==> config.mk <==
export PLATFORM = sky130hd
export DESIGN_NAME = host_timebase_unit_detector_unit
export DESIGN_NICKNAME = d
export VERILOG_FILES = /design/src/htud_pkg.sv /design/src/htud_vote.sv /design/src/htud_scale.sv /design/src/htud_frame.sv /design/src/host_timebase_unit_detector_unit.sv
export SDC_FILE = /design/constraint.sdc
export NUM_CORES = 2
export LEC_CHECK = 0
export ABC_AREA = 0
export BUFFER_PORTS_ARGS = -buffer_cell sky130_fd_sc_hd__buf_4
export CAP_MARGIN = 25
export CORE_MARGIN = 1.5
export CORE_UTILIZATION = 35
export DETAILED_ROUTE_END_ITERATION = 8
export GPL_ROUTABILITY_DRIVEN = 1
export GPL_TIMING_DRIVEN = 0
export PLACE_DENSITY = 0.48
export SLEW_MARGIN = 30
export SYNTH_ARGS = -nofsm -noshare
export SYNTH_HDL_FRONTEND = slang
export SYNTH_SLANG_ARGS = --single-unit
==> constraint.sdc <==
create_clock -name clock -period 24.7 [get_ports clock]
set_clock_uncertainty 0.2 [all_clocks]
set_input_delay 4.94 -clock clock [delete_from_list [all_inputs] [get_ports clock]]
set_output_delay 4.94 -clock clock [all_outputs]
set_load 0.03 [all_outputs]
==> src/htud_pkg.sv <==
// Shared types and constants for the host timebase unit detector.
// No dependencies; every other file of the block imports this package.

package htud_pkg;

   // Field widths of the request and response items and the csr port
   localparam int HostW  = 48;
   localparam int TimeW  = 47;
   localparam int FrameW = 20;
   localparam int VoteW  = 8;
   localparam int UnitW  = 2;
   localparam int CsrIdxW = 2;
   localparam int CsrDataW = 20;

   // Register indexes on the csr port
   localparam logic [CsrIdxW-1:0] CSR_VOTES_NEEDED = 2'd0;
   localparam logic [CsrIdxW-1:0] CSR_MIN_FRAME    = 2'd1;
   localparam logic [CsrIdxW-1:0] CSR_MAX_FRAME    = 2'd2;

   // Register reset values
   localparam logic [VoteW-1:0]  VOTES_RESET     = 8'd3;
   localparam logic [FrameW-1:0] MIN_FRAME_RESET = 20'd65;
   localparam logic [FrameW-1:0] MAX_FRAME_RESET = 20'd6554;

   // One sixtieth of a second in Q16
   localparam logic [FrameW-1:0] FRAME_DEFAULT = 20'd1092;

   // Host time unit codes
   localparam logic [UnitW-1:0] UNIT_UNDECIDED = 2'd0;
   localparam logic [UnitW-1:0] UNIT_SECONDS   = 2'd1;
   localparam logic [UnitW-1:0] UNIT_MILLIS    = 2'd2;

   // Source of the output time
   localparam logic [1:0] NOW_WALL   = 2'd0;
   localparam logic [1:0] NOW_HOST   = 2'd1;
   localparam logic [1:0] NOW_MILLIS = 2'd2;
   localparam logic [1:0] NOW_ZERO   = 2'd3;

   // Operation codes
   localparam logic OP_TICK       = 1'b0;
   localparam logic OP_SOFT_RESET = 1'b1;

   // wd*2000 >= 65536 holds exactly when wd >= 32.768, so wd >= 33
   localparam logic [TimeW-1:0] WALL_DELTA_MIN = 47'd33;

   // floor(x/1000) = floor((x>>3)/125); (x>>3) < 2^44, so
   // floor(y/125) = (y * ceil(2^51/125)) >> 51
   localparam logic [44:0] DIV125_MUL   = 45'd18014398509482;
   localparam int          DIV125_SHIFT = 51;

   typedef struct packed {
      logic             operation;
      logic [HostW-1:0] host_time;
      logic             host_seen;
      logic [TimeW-1:0] wall_time;
   } req_type;

   // Stage 1: unit decision made, divide split into partial products
   typedef struct packed {
      logic             operation;
      logic [1:0]       now_src;
      logic [TimeW-1:0] host_time;
      logic [TimeW-1:0] wall_time;
      logic [UnitW-1:0] unit;
      logic [44:0]      prod_ll;
      logic [43:0]      prod_lh;
      logic [44:0]      prod_hl;
      logic [43:0]      prod_hh;
   } stage1_type;

   // Stage 2: output time resolved
   typedef struct packed {
      logic             operation;
      logic [TimeW-1:0] now_time;
      logic [UnitW-1:0] unit;
   } stage2_type;

   typedef struct packed {
      logic [VoteW-1:0]  votes_needed;
      logic [FrameW-1:0] min_frame;
      logic [FrameW-1:0] max_frame;
   } cfg_type;

endpackage

==> src/htud_vote.sv <==
// Unit vote stage: host/wall delta voting, unit latch, now source choice.
// Depends on htud_pkg.

module htud_vote (
   input  logic                clock,
   input  logic                reset,
   input  logic                advance,
   input  htud_pkg::req_type   req_item,
   input  logic [7:0]          votes_needed,
   output htud_pkg::stage1_type stage_ff
);
   import htud_pkg::*;

   logic [UnitW-1:0] scale_ff, scale_in;
   logic [VoteW-1:0] sec_count_ff, sec_count_in;
   logic [VoteW-1:0] ms_count_ff, ms_count_in;
   logic [TimeW-1:0] prev_host_ff, prev_host_in;
   logic             prev_host_valid_ff, prev_host_valid_in;
   logic [TimeW-1:0] prev_wall_ff, prev_wall_in;
   logic             prev_wall_valid_ff, prev_wall_valid_in;
   stage1_type       stage_in;

   logic             host_ok;
   logic [HostW-1:0] host_delta;
   logic [HostW-1:0] wall_delta;
   logic [TimeW-1:0] hd;
   logic [TimeW-1:0] wd;
   logic             hd_pos;
   logic             wd_ok;
   logic [50:0]      hd_x10;
   logic [50:0]      wd_x10;
   logic [60:0]      wd_x100;
   logic [60:0]      wd_x10000;
   logic             sec_vote;
   logic             ms_vote;
   logic             counting;
   logic             latch;
   logic [43:0]      div_in;

   // Deltas against the previous tick, signed 48 bits
   always_comb begin
      host_ok    = (req_item.operation == OP_TICK) && req_item.host_seen
                   && !req_item.host_time[HostW-1];
      host_delta = {1'b0, req_item.host_time[TimeW-1:0]} - {1'b0, prev_host_ff};
      wall_delta = {1'b0, req_item.wall_time} - {1'b0, prev_wall_ff};
      hd         = host_delta[TimeW-1:0];
      wd         = wall_delta[TimeW-1:0];
      hd_pos     = !host_delta[HostW-1] && (hd != '0);
      wd_ok      = !wall_delta[HostW-1] && (wd >= WALL_DELTA_MIN);
   end

   // Ratio tests by cross-multiplication with constants
   always_comb begin
      hd_x10    = 51'(hd) * 51'd10;
      wd_x10    = 51'(wd) * 51'd10;
      wd_x100   = 61'(wd) * 61'd100;
      wd_x10000 = 61'(wd) * 61'd10000;
      sec_vote  = (hd_x10 > 51'(wd)) && (51'(hd) < wd_x10);
      ms_vote   = !sec_vote && (61'(hd) > wd_x100) && (61'(hd) < wd_x10000);
   end

   // Vote counting and unit latch
   always_comb begin
      counting = host_ok && (scale_ff == UNIT_UNDECIDED) && prev_host_valid_ff
                 && prev_wall_valid_ff && hd_pos && wd_ok;
      sec_count_in = sec_count_ff;
      ms_count_in  = ms_count_ff;
      if (counting && sec_vote && (sec_count_ff != 8'hFF)) begin
         sec_count_in = sec_count_ff + 8'd1;
      end
      if (counting && ms_vote && (ms_count_ff != 8'hFF)) begin
         ms_count_in = ms_count_ff + 8'd1;
      end
      latch = counting && ((sec_count_in >= votes_needed) || (ms_count_in >= votes_needed));
      scale_in = scale_ff;
      if (latch) begin
         scale_in = (ms_count_in > sec_count_in) ? UNIT_MILLIS : UNIT_SECONDS;
      end
   end

   // Previous host and wall times
   always_comb begin
      prev_host_in       = prev_host_ff;
      prev_host_valid_in = prev_host_valid_ff;
      prev_wall_in       = prev_wall_ff;
      prev_wall_valid_in = prev_wall_valid_ff;
      if (host_ok) begin
         prev_host_in       = req_item.host_time[TimeW-1:0];
         prev_host_valid_in = 1'b1;
      end
      if (req_item.operation == OP_TICK) begin
         prev_wall_in       = req_item.wall_time;
         prev_wall_valid_in = 1'b1;
      end
   end

   // Stage register contents: now source and divide partial products
   always_comb begin
      div_in             = req_item.host_time[TimeW-1:3];
      stage_in.operation = req_item.operation;
      stage_in.host_time = req_item.host_time[TimeW-1:0];
      stage_in.wall_time = req_item.wall_time;
      stage_in.unit      = scale_in;
      if (req_item.operation == OP_SOFT_RESET) begin
         stage_in.now_src = NOW_ZERO;
      end else if (!host_ok) begin
         stage_in.now_src = NOW_WALL;
      end else if (scale_in == UNIT_SECONDS) begin
         stage_in.now_src = NOW_HOST;
      end else if (scale_in == UNIT_MILLIS) begin
         stage_in.now_src = NOW_MILLIS;
      end else begin
         stage_in.now_src = NOW_WALL;
      end
      stage_in.prod_ll = 45'(div_in[21:0])  * 45'(DIV125_MUL[22:0]);
      stage_in.prod_lh = 44'(div_in[21:0])  * 44'(DIV125_MUL[44:23]);
      stage_in.prod_hl = 45'(div_in[43:22]) * 45'(DIV125_MUL[22:0]);
      stage_in.prod_hh = 44'(div_in[43:22]) * 44'(DIV125_MUL[44:23]);
   end

   always_ff @(posedge clock) begin
      if (reset) begin
         scale_ff           <= UNIT_UNDECIDED;
         sec_count_ff       <= '0;
         ms_count_ff        <= '0;
         prev_host_ff       <= '0;
         prev_host_valid_ff <= 1'b0;
         prev_wall_ff       <= '0;
         prev_wall_valid_ff <= 1'b0;
      end else if (advance) begin
         scale_ff           <= scale_in;
         sec_count_ff       <= sec_count_in;
         ms_count_ff        <= ms_count_in;
         prev_host_ff       <= prev_host_in;
         prev_host_valid_ff <= prev_host_valid_in;
         prev_wall_ff       <= prev_wall_in;
         prev_wall_valid_ff <= prev_wall_valid_in;
      end
   end

   always_ff @(posedge clock) begin
      if (advance) begin
         stage_ff <= stage_in;
      end
   end

endmodule

==> src/htud_scale.sv <==
// Time normalize stage: finishes the divide by 1000 and selects now.
// Depends on htud_pkg.

module htud_scale (
   input  logic                 clock,
   input  logic                 advance,
   input  htud_pkg::stage1_type stage1,
   output htud_pkg::stage2_type stage_ff
);
   import htud_pkg::*;

   logic [88:0] prod_sum;
   logic [TimeW-1:0] millis_time;
   stage2_type stage_in;

   // Recombine the partial products; the quotient sits at bit 51 and up
   always_comb begin
      prod_sum = 89'(stage1.prod_ll)
               + (89'(stage1.prod_lh) << 23)
               + (89'(stage1.prod_hl) << 22)
               + (89'(stage1.prod_hh) << 45);
      millis_time = 47'(prod_sum[88:DIV125_SHIFT]);
   end

   // Output time by source
   always_comb begin
      stage_in.operation = stage1.operation;
      stage_in.unit      = stage1.unit;
      unique case (stage1.now_src)
         NOW_HOST:   stage_in.now_time = stage1.host_time;
         NOW_MILLIS: stage_in.now_time = millis_time;
         NOW_ZERO:   stage_in.now_time = '0;
         default:    stage_in.now_time = stage1.wall_time;
      endcase
   end

   always_ff @(posedge clock) begin
      if (advance) begin
         stage_ff <= stage_in;
      end
   end

endmodule

==> src/htud_frame.sv <==
// Frame stage: clamped frame duration and the response register.
// Depends on htud_pkg.

module htud_frame (
   input  logic                 clock,
   input  logic                 reset,
   input  logic                 advance,
   input  htud_pkg::stage2_type stage2,
   input  logic [19:0]          min_frame,
   input  logic [19:0]          max_frame,
   output logic [46:0]          now_time_ff,
   output logic [19:0]          frame_time_ff,
   output logic [1:0]           unit_state_ff
);
   import htud_pkg::*;

   logic [TimeW-1:0]  prev_now_ff, prev_now_in;
   logic              prev_now_valid_ff, prev_now_valid_in;
   logic [FrameW-1:0] frame_ff, frame_in;
   logic [TimeW-1:0]  delta;
   logic [TimeW-1:0]  raised;
   logic [TimeW-1:0]  clamped;

   // Forward delta, raised to min then lowered to max
   always_comb begin
      delta   = (stage2.now_time > prev_now_ff) ? (stage2.now_time - prev_now_ff) : '0;
      raised  = (delta < 47'(min_frame)) ? 47'(min_frame) : delta;
      clamped = (raised > 47'(max_frame)) ? 47'(max_frame) : raised;
   end

   always_comb begin
      frame_in          = frame_ff;
      prev_now_in       = prev_now_ff;
      prev_now_valid_in = prev_now_valid_ff;
      if (stage2.operation == OP_SOFT_RESET) begin
         frame_in          = FRAME_DEFAULT;
         prev_now_valid_in = 1'b0;
      end else begin
         if (prev_now_valid_ff) begin
            frame_in = clamped[FrameW-1:0];
         end
         prev_now_in       = stage2.now_time;
         prev_now_valid_in = 1'b1;
      end
   end

   always_ff @(posedge clock) begin
      if (reset) begin
         frame_ff          <= FRAME_DEFAULT;
         prev_now_ff       <= '0;
         prev_now_valid_ff <= 1'b0;
      end else if (advance) begin
         frame_ff          <= frame_in;
         prev_now_ff       <= prev_now_in;
         prev_now_valid_ff <= prev_now_valid_in;
      end
   end

   // Response payload
   always_ff @(posedge clock) begin
      if (advance) begin
         now_time_ff   <= stage2.now_time;
         frame_time_ff <= frame_in;
         unit_state_ff <= stage2.unit;
      end
   end

endmodule

==> src/host_timebase_unit_detector_unit.sv <==
// Host timebase unit detector, top level.
// Accepts one request per cycle while rsp_ready does not stall the response register.
// Pipeline: input register, vote stage, divide/select stage, frame stage into the
// response register. Each state loop (vote, frame) closes within one stage.
// Reset (synchronous, active high) empties the pipeline, clears votes and history,
// and loads the register defaults and a frame of one sixtieth second.

module host_timebase_unit_detector_unit (
   input  logic        clock,
   input  logic        reset,
   input  logic        req_valid,
   output logic        req_ready,
   input  logic        req_operation,
   input  logic [47:0] req_host_time,
   input  logic        req_host_seen,
   input  logic [46:0] req_wall_time,
   output logic        rsp_valid,
   input  logic        rsp_ready,
   output logic [46:0] rsp_now_time,
   output logic [19:0] rsp_frame_time,
   output logic [1:0]  rsp_unit_state,
   input  logic        csr_write,
   input  logic [1:0]  csr_index,
   input  logic [19:0] csr_data
);
   import htud_pkg::*;

   cfg_type    cfg_ff, cfg_in;
   req_type    s0_item_ff;
   logic       s0_valid_ff, s0_valid_in;
   logic       s1_valid_ff, s1_valid_in;
   logic       s2_valid_ff, s2_valid_in;
   logic       rsp_valid_ff, rsp_valid_in;
   stage1_type s1_item;
   stage2_type s2_item;
   logic       take_in, take1, take2, take_out;
   logic       free0, free1, free2, free_out;

   // Configuration registers
   always_comb begin
      cfg_in = cfg_ff;
      if (csr_write) begin
         unique case (csr_index)
            CSR_VOTES_NEEDED: cfg_in.votes_needed = csr_data[VoteW-1:0];
            CSR_MIN_FRAME:    cfg_in.min_frame    = csr_data;
            CSR_MAX_FRAME:    cfg_in.max_frame    = csr_data;
            default:          cfg_in = cfg_ff;
         endcase
      end
   end

   always_ff @(posedge clock) begin
      if (reset) begin
         cfg_ff.votes_needed <= VOTES_RESET;
         cfg_ff.min_frame    <= MIN_FRAME_RESET;
         cfg_ff.max_frame    <= MAX_FRAME_RESET;
      end else begin
         cfg_ff <= cfg_in;
      end
   end

   // Pipeline flow: a stage moves when the one after it is empty or moving
   always_comb begin
      free_out = !rsp_valid_ff || rsp_ready;
      take_out = s2_valid_ff && free_out;
      free2    = !s2_valid_ff || take_out;
      take2    = s1_valid_ff && free2;
      free1    = !s1_valid_ff || take2;
      take1    = s0_valid_ff && free1;
      free0    = !s0_valid_ff || take1;
      take_in  = req_valid && free0;

      s0_valid_in  = take_in  || (s0_valid_ff && !take1);
      s1_valid_in  = take1    || (s1_valid_ff && !take2);
      s2_valid_in  = take2    || (s2_valid_ff && !take_out);
      rsp_valid_in = take_out || (rsp_valid_ff && !rsp_ready);
   end

   always_ff @(posedge clock) begin
      if (reset) begin
         s0_valid_ff  <= 1'b0;
         s1_valid_ff  <= 1'b0;
         s2_valid_ff  <= 1'b0;
         rsp_valid_ff <= 1'b0;
      end else begin
         s0_valid_ff  <= s0_valid_in;
         s1_valid_ff  <= s1_valid_in;
         s2_valid_ff  <= s2_valid_in;
         rsp_valid_ff <= rsp_valid_in;
      end
   end

   // Request input register
   always_ff @(posedge clock) begin
      if (take_in) begin
         s0_item_ff.operation <= req_operation;
         s0_item_ff.host_time <= req_host_time;
         s0_item_ff.host_seen <= req_host_seen;
         s0_item_ff.wall_time <= req_wall_time;
      end
   end

   htud_vote u_vote (
      .clock        (clock),
      .reset        (reset),
      .advance      (take1),
      .req_item     (s0_item_ff),
      .votes_needed (cfg_ff.votes_needed),
      .stage_ff     (s1_item)
   );

   htud_scale u_scale (
      .clock    (clock),
      .advance  (take2),
      .stage1   (s1_item),
      .stage_ff (s2_item)
   );

   htud_frame u_frame (
      .clock         (clock),
      .reset         (reset),
      .advance       (take_out),
      .stage2        (s2_item),
      .min_frame     (cfg_ff.min_frame),
      .max_frame     (cfg_ff.max_frame),
      .now_time_ff   (rsp_now_time),
      .frame_time_ff (rsp_frame_time),
      .unit_state_ff (rsp_unit_state)
   );

   assign req_ready = free0;
   assign rsp_valid = rsp_valid_ff;

endmodule

# Yosys cells after proc, flatten, opt, wreduce, memory -nomap -nowiden
# Cells that the tools add are included.
# word_totals
register_bits	725
latch_bits	0
ramBits	0
mem_bits_ro	0
wordCells	143
memories	0
# op_classes
addsub	8
multipliers	8
div	0
magnitude_cmp	11
eq_ne	9
shift	0
mux	14
n_bitwise	2
n_reduce_logical	55
# ops
operator	count
22-bit by 22-bit multiplier with 44-bit output, second input constant	4
47-bit case mux with 3 select lines	1
47-bit by 3-bit multiplier with 50-bit output, second input constant	2
47-bit by 47-bit subtractor with 48-bit output	2
47-bit 2-to-1 mux	2
89-bit by 67-bit adder with 89-bit output	1
89-bit adder	1
45-bit by 67-bit adder with 68-bit output	1
47-bit by 61-bit less-than comparator with 1-bit output	1
20-bit 2-to-1 mux	3
47-bit by 10-bit multiplier with 57-bit output, second input constant	1
47-bit by 54-bit > comparator with 1-bit output	1
47-bit by 5-bit multiplier with 52-bit output, second input constant	1
51-bit by 47-bit > comparator with 1-bit output	1
47-bit by 51-bit less-than comparator with 1-bit output	1
47-bit by 6-bit greater-or-equal comparator with 1-bit output, second input constant	1
47-bit by 20-bit > comparator with 1-bit output	1
47-bit > comparator	1
47-bit by 20-bit less-than comparator with 1-bit output	1
47-bit nonzero test	1
47-bit subtractor	1
1-bit logical AND	25
8-bit by 1-bit adder with 8-bit output, second input constant	2
8-bit greater-or-equal comparator	2
other kinds (12)	49

# Depth between registers and ports, before layout
# logic_depth
ltp_word	19
depth_mapped	60

# Modules after synthesis
# A second synthesis with hierarchy kept.
# hier_totals
cells_unflattened	10285
area_unflattened_um2	95472.8
# modules_own_cells
module	n_inst	cells_each	area_per_inst_um2	seq_area_each_um2
htud_vote	1	8006	73546.8	10359.9
htud_frame	1	1253	10283.6	3433.3
htud_scale	1	715	6547.5	1501.4
host_timebase_unit_detector_unit	1	311	5094.9	3953.8

# Worst setup path before layout
# OpenSTA, ideal clock, no wires.
# synth_timing
path_type	input to register
start	input rsp_ready
end	register u_vote.ms_count_ff[2]
setup_ns	0.123
arrival_time_ns	12.089
t_required_ns	24.377
path_slack_ns	12.288
cell_stages	7
n_path_buf	0
path_cell_list	nor2b_1 nand3_1 nand2_1 inv_1 nand2_1 nor4_1 mux2_1
# synth_between
elab_chain_cells	6
# synth_lines
element	line_no	source
start: declaration	host_timebase_unit_detector_unit.sv:18	input logic rsp_ready,
1-bit logical OR	host_timebase_unit_detector_unit.sv:64	free_out = !rsp_valid_ff || rsp_ready;
1-bit logical AND	host_timebase_unit_detector_unit.sv:65	take_out = s2_valid_ff && free_out;
1-bit logical OR	host_timebase_unit_detector_unit.sv:66	free2 = !s2_valid_ff || take_out;
1-bit logical AND	host_timebase_unit_detector_unit.sv:67	take2 = s1_valid_ff && free2;
1-bit logical OR	host_timebase_unit_detector_unit.sv:68	free1 = !s1_valid_ff || take2;
1-bit logical AND	host_timebase_unit_detector_unit.sv:69	take1 = s0_valid_ff && free1;
via take1	host_timebase_unit_detector_unit.sv:36	logic take_in, take1, take2, take_out;
end signal: assignment	htud_vote.sv:133	ms_count_ff <= ms_count_in;
end: declaration	htud_vote.sv:16	logic [VoteW-1:0] ms_count_ff, ms_count_in;
# The timed path passes the listed nets, and every way through them passes these cells.
# A chain may end at the register's enable or synchronous reset.

# Final worst setup path
# layout_timing
start	register s0_item_ff[1] in the netlist's numbering
end	register u_vote.stage_ff[275] in the netlist's numbering (data pin)
# layout_between
elab_chain_cells	18
# layout_lines
element	line_no	source
start: declaration	host_timebase_unit_detector_unit.sv:29	req_type s0_item_ff;
47-bit by 47-bit subtractor with 48-bit output (*)	htud_vote.sv:45	wall_delta = {1'b0, req_item.wall_time} - {1'b0, prev_wall_ff};
47-bit by 3-bit multiplier with 50-bit output	htud_vote.sv:55	wd_x10 = 51'(wd) * 51'd10;
47-bit by 51-bit less-than comparator with 1-bit output	htud_vote.sv:58	sec_vote = (hd_x10 > 51'(wd)) && (51'(hd) < wd_x10);
1-bit logical AND	htud_vote.sv:58	
1-bit logical NOT	htud_vote.sv:59	ms_vote = !sec_vote && (61'(hd) > wd_x100) && (61'(hd) < wd_x10000);
1-bit logical AND (2 in series)	htud_vote.sv:59	
1-bit logical AND (2 in series)	htud_vote.sv:71	if (counting && ms_vote && (ms_count_ff != 8'hFF)) begin
8-bit 2-to-1 mux	htud_vote.sv:71	
8-bit greater-or-equal comparator	htud_vote.sv:74	latch = counting && ((sec_count_in >= votes_needed) || (ms_count_in >= votes_needed));
1-bit logical OR	htud_vote.sv:74	
1-bit logical AND	htud_vote.sv:74	
2-bit 2-to-1 mux (*)	htud_vote.sv:76	if (latch) begin
2-bit equality test	htud_vote.sv:110	end else if (scale_in == UNIT_MILLIS) begin
2-bit 2-to-1 mux	htud_vote.sv:110	
2-bit 2-to-1 mux (*)	htud_vote.sv:108	end else if (scale_in == UNIT_SECONDS) begin
2-bit 2-to-1 mux (*)	htud_vote.sv:106	end else if (!host_ok) begin
end signal: assignment	htud_vote.sv:143	stage_ff <= stage_in;
end: declaration	htud_vote.sv:10	output htud_pkg::stage1_type stage_ff
# Mark *: on every way between the ends. The rest lies on a longest branch, timed or not.

==> qor.txt <==
Register area -> 18600 µm²
Seq cells post-synth -> 699
Layout cell share with drive strength beyond 1 -> 6.51%
Synth Area per Inst -> 9.27 µm²
Vias in the first global route -> 74000
Largest area contributor in the netlist -> ha_1
Clock slew at reported path FFs -> 0.06 ns
Setup WS pre-CTS -> 9.63 ns
Worst setup path startpoint -> s0_item_ff[1]$_DFFE_PP_
CTS tree -> yes
Failing checks -> design-rule violations
DRC viols -> 48
Via count -> 72800
Nets -> 13100
Min-delay src -> u_vote.stage_ff[178]$_DFFE_PP_
# fillers -> 26800
Max-cap viol count -> 0
CP startpoint kind -> flop
Count leader, synth -> inv_1
RSZ-0062 raised after global routing -> false
Async SR Flop Fraction -> 0%
Yosys Warn Count -> 0
Final ANT Viol Nets -> 0
Post-synth cell types -> 125
Avg WL per Cell -> 21.8 µm
Final HPWL DP -> 265 mm
Crit path kind -> flop to flop
Status -> finished, violations left
Clock root buffer master -> clkbuf_16
Die H -> 520 µm
Tot GR Track Use -> 22.6%
Row count -> 189
Post-synth top area share -> 23.3%
Max Slew Vio Count -> 0
Post-detailed-routing wire length -> 306 mm
Num CTS Buffers -> 80
Final Cycle Share -> 60.9%
Required @ worst endpoint -> 24.88 ns
Core ar. -> 265000 µm²
Fin worst setup slack -> 9.67 ns
Initial antenna violation count -> 10
Worst skew pair latency -> 0.71 ns
Slew @ Worst Pin -> 1.06 ns
DR pass1 iterations -> 8
Hold Crit Class -> flop to flop
Fin Setup TNS -> 0 ns
Placed cell areas -> 101000 µm²
Setup bufs post-CTS -> 0
Synth Net Count -> 12700
Footprint of the multi-input gates -> 67600 µm²
Post-route cell area -> 104000 µm²
Largest net degree at the start of global routing -> 91
Max frequency -> 0.0665 GHz
Starting density of the core -> 35.2%
Post_cts resized -> 0
Initial DRC count -> 4915
Number of synthesized flops with an enable pin -> 465
Crit-path slowest cell -> a211oi_1
Synth area leaders -> ha_1 23%, fa_1 17%, edfxtp_1 15%
Crit path DAT -> 15.21 ns
Synth Flop Type -> edfxtp_1
Crit Reg-Reg Startpoint -> s0_item_ff[1]$_DFFE_PP_
Layout Area Growth over Synthesis -> 11.3%
Gp weighted congestion -> 0.918
First-pass GRT wire length -> 464 mm
Worst setup EP type -> flop
Final hold vios -> 0
Grt ovf -> 0
Die area -> 270000 µm²
Number of setup violations in the final report -> 0
# hold bufs at CTS -> 0
IO buf count -> 194
H-tree levels -> 3
Crit Path Max Fanout -> 8
Cells on worst reg2reg path -> 55
Syn Std Cell Area -> 93400 µm²
Mapped Cells -> 10100
Via density per instance -> 5.19
WHS Path Cells -> 0
Worst stage delay on the critical path -> 0.67 ns
Register area share after synthesis -> 20.0%
Clk buf depth -> 3
Leading cell types by count after synthesis -> 1852 x inv_1, 1736 x ha_1, 786 x fa_1
Most used cell, CP -> ha_1
CTS Sinks -> 699
Worst rel slew slack -> 29.5%
Min Clock Period, post-route -> 15.03 ns
Die Span X -> 520 µm
Ports -> 195
## cell usage in the layout (no fill, tap or decap), types with 109 or more instances in the layout
cell type / count
o21ai_0: 313
nand3_1: 152
xor2_1: 171
dfxtp_1: 234
clkbuf_1: 168
nor3_1: 109
nand4_1: 111
nor2b_1: 126
xnor2_1: 253
nor2_1: 455
ha_1: 1736
a21o_1: 294
fa_1: 786
buf_4: 200
a21oi_1: 700
o21a_1: 117
inv_1: 1850
nand2_1: 724
edfxtp_1: 465
## kinds of logic (layout without fill, tap and decap cells)
logic type / count (synthesis) / count (layout) / synth area share, %
compound gates: 2078 / 2078 / 14.5
xor+xnor: 485 / 485 / 4.58
fa+ha+maj: 2525 / 2525 / 40.1
buf+inv: 2052 / 2476 / 8.31
flops: 699 / 699 / 20.0
mux: 124 / 124 / 1.48
other cells: 0 / 4 / 0
simple gates: 2114 / 2114 / 11.1
## stage by stage
step / instances / util (%) / hold slack [ns]
final: 14000 / 39.2 / 0.220
after global routing: 14000 / 39.2 / 0.242
after CTS: 14000 / 39.2 / 0.220
after detailed placement: 13900 / 38.1 / 0.205
after global placement: 13800 / 37.4 / 0.210
after floorplan: 10100 / - / 0.200
## worst paths after layout
| kind | to | slack (ns) |
|---|---|---|
| setup reg to reg | u_vote.stage_ff[275]$_SDFFCE_PP1P_ | 9.67 |
| setup / recovery | u_vote.stage_ff[275]$_SDFFCE_PP1P_ | 9.67 |
| hold / removal | u_scale.stage_ff[0]$_DFFE_PP_ | 0.22 |
| hold reg to reg | u_scale.stage_ff[0]$_DFFE_PP_ | 0.22 |
## layer usage
metal	track usage, %	wire length (µm)
met5	0	40
met4	5.15	7890
met3	2.59	13900
met2	38.9	146000
met1	30.3	138000
## sequential cells by signal, summed over array words and instances (netlist names)
signal                     cells
u_vote.stage_ff              249
s0_item_ff                    97
u_scale.stage_ff              50
cfg_ff                        48
u_frame.now_time_ff           47
u_frame.prev_now_ff           47
u_vote.prev_host_ff           47
u_vote.prev_wall_ff           47
u_frame.frame_ff              20
u_frame.frame_time_ff         20
u_vote.ms_count_ff             8
u_vote.sec_count_ff            8
u_frame.unit_state_ff          2
u_vote.scale_ff                2
rsp_valid                      1
s0_valid_ff                    1
s1_valid_ff                    1
s2_valid_ff                    1
u_frame.prev_now_valid_ff      1
u_vote.prev_host_valid_ff      1
u_vote.prev_wall_valid_ff      1
## final cells by class
cell class / count / share of cell area, %
multi-input cells: 7326 / 65.0
flip-flops and latches: 699 / 17.9
inverters: 1854 / 6.70
well taps: 3533 / 4.25
repair buffers: 276 / 2.51
clock buffers: 105 / 2.18
plain buffers: 198 / 0.780
clock inverters: 43 / 0.624
diodes: 4 / 0.00963
## critical path: cells and delay by family, from the launching register on
| kind | cells | cell delay, ns |
|---|---|---|
| DFF | 1 | 0.49 |
| and+or+nand+nor | 18 | 3.47 |
| buffers and inverters | 5 | 0.76 |
| AOI/OAI and AO/OA | 21 | 5.54 |
| adders and majority gates | 9 | 3.46 |
| xor gates and xnor gates | 2 | 0.78 |
Power is left out: the tool's default activity adds up to more than one toggle a clock period on the data nets, which glitch-free logic cannot reach.
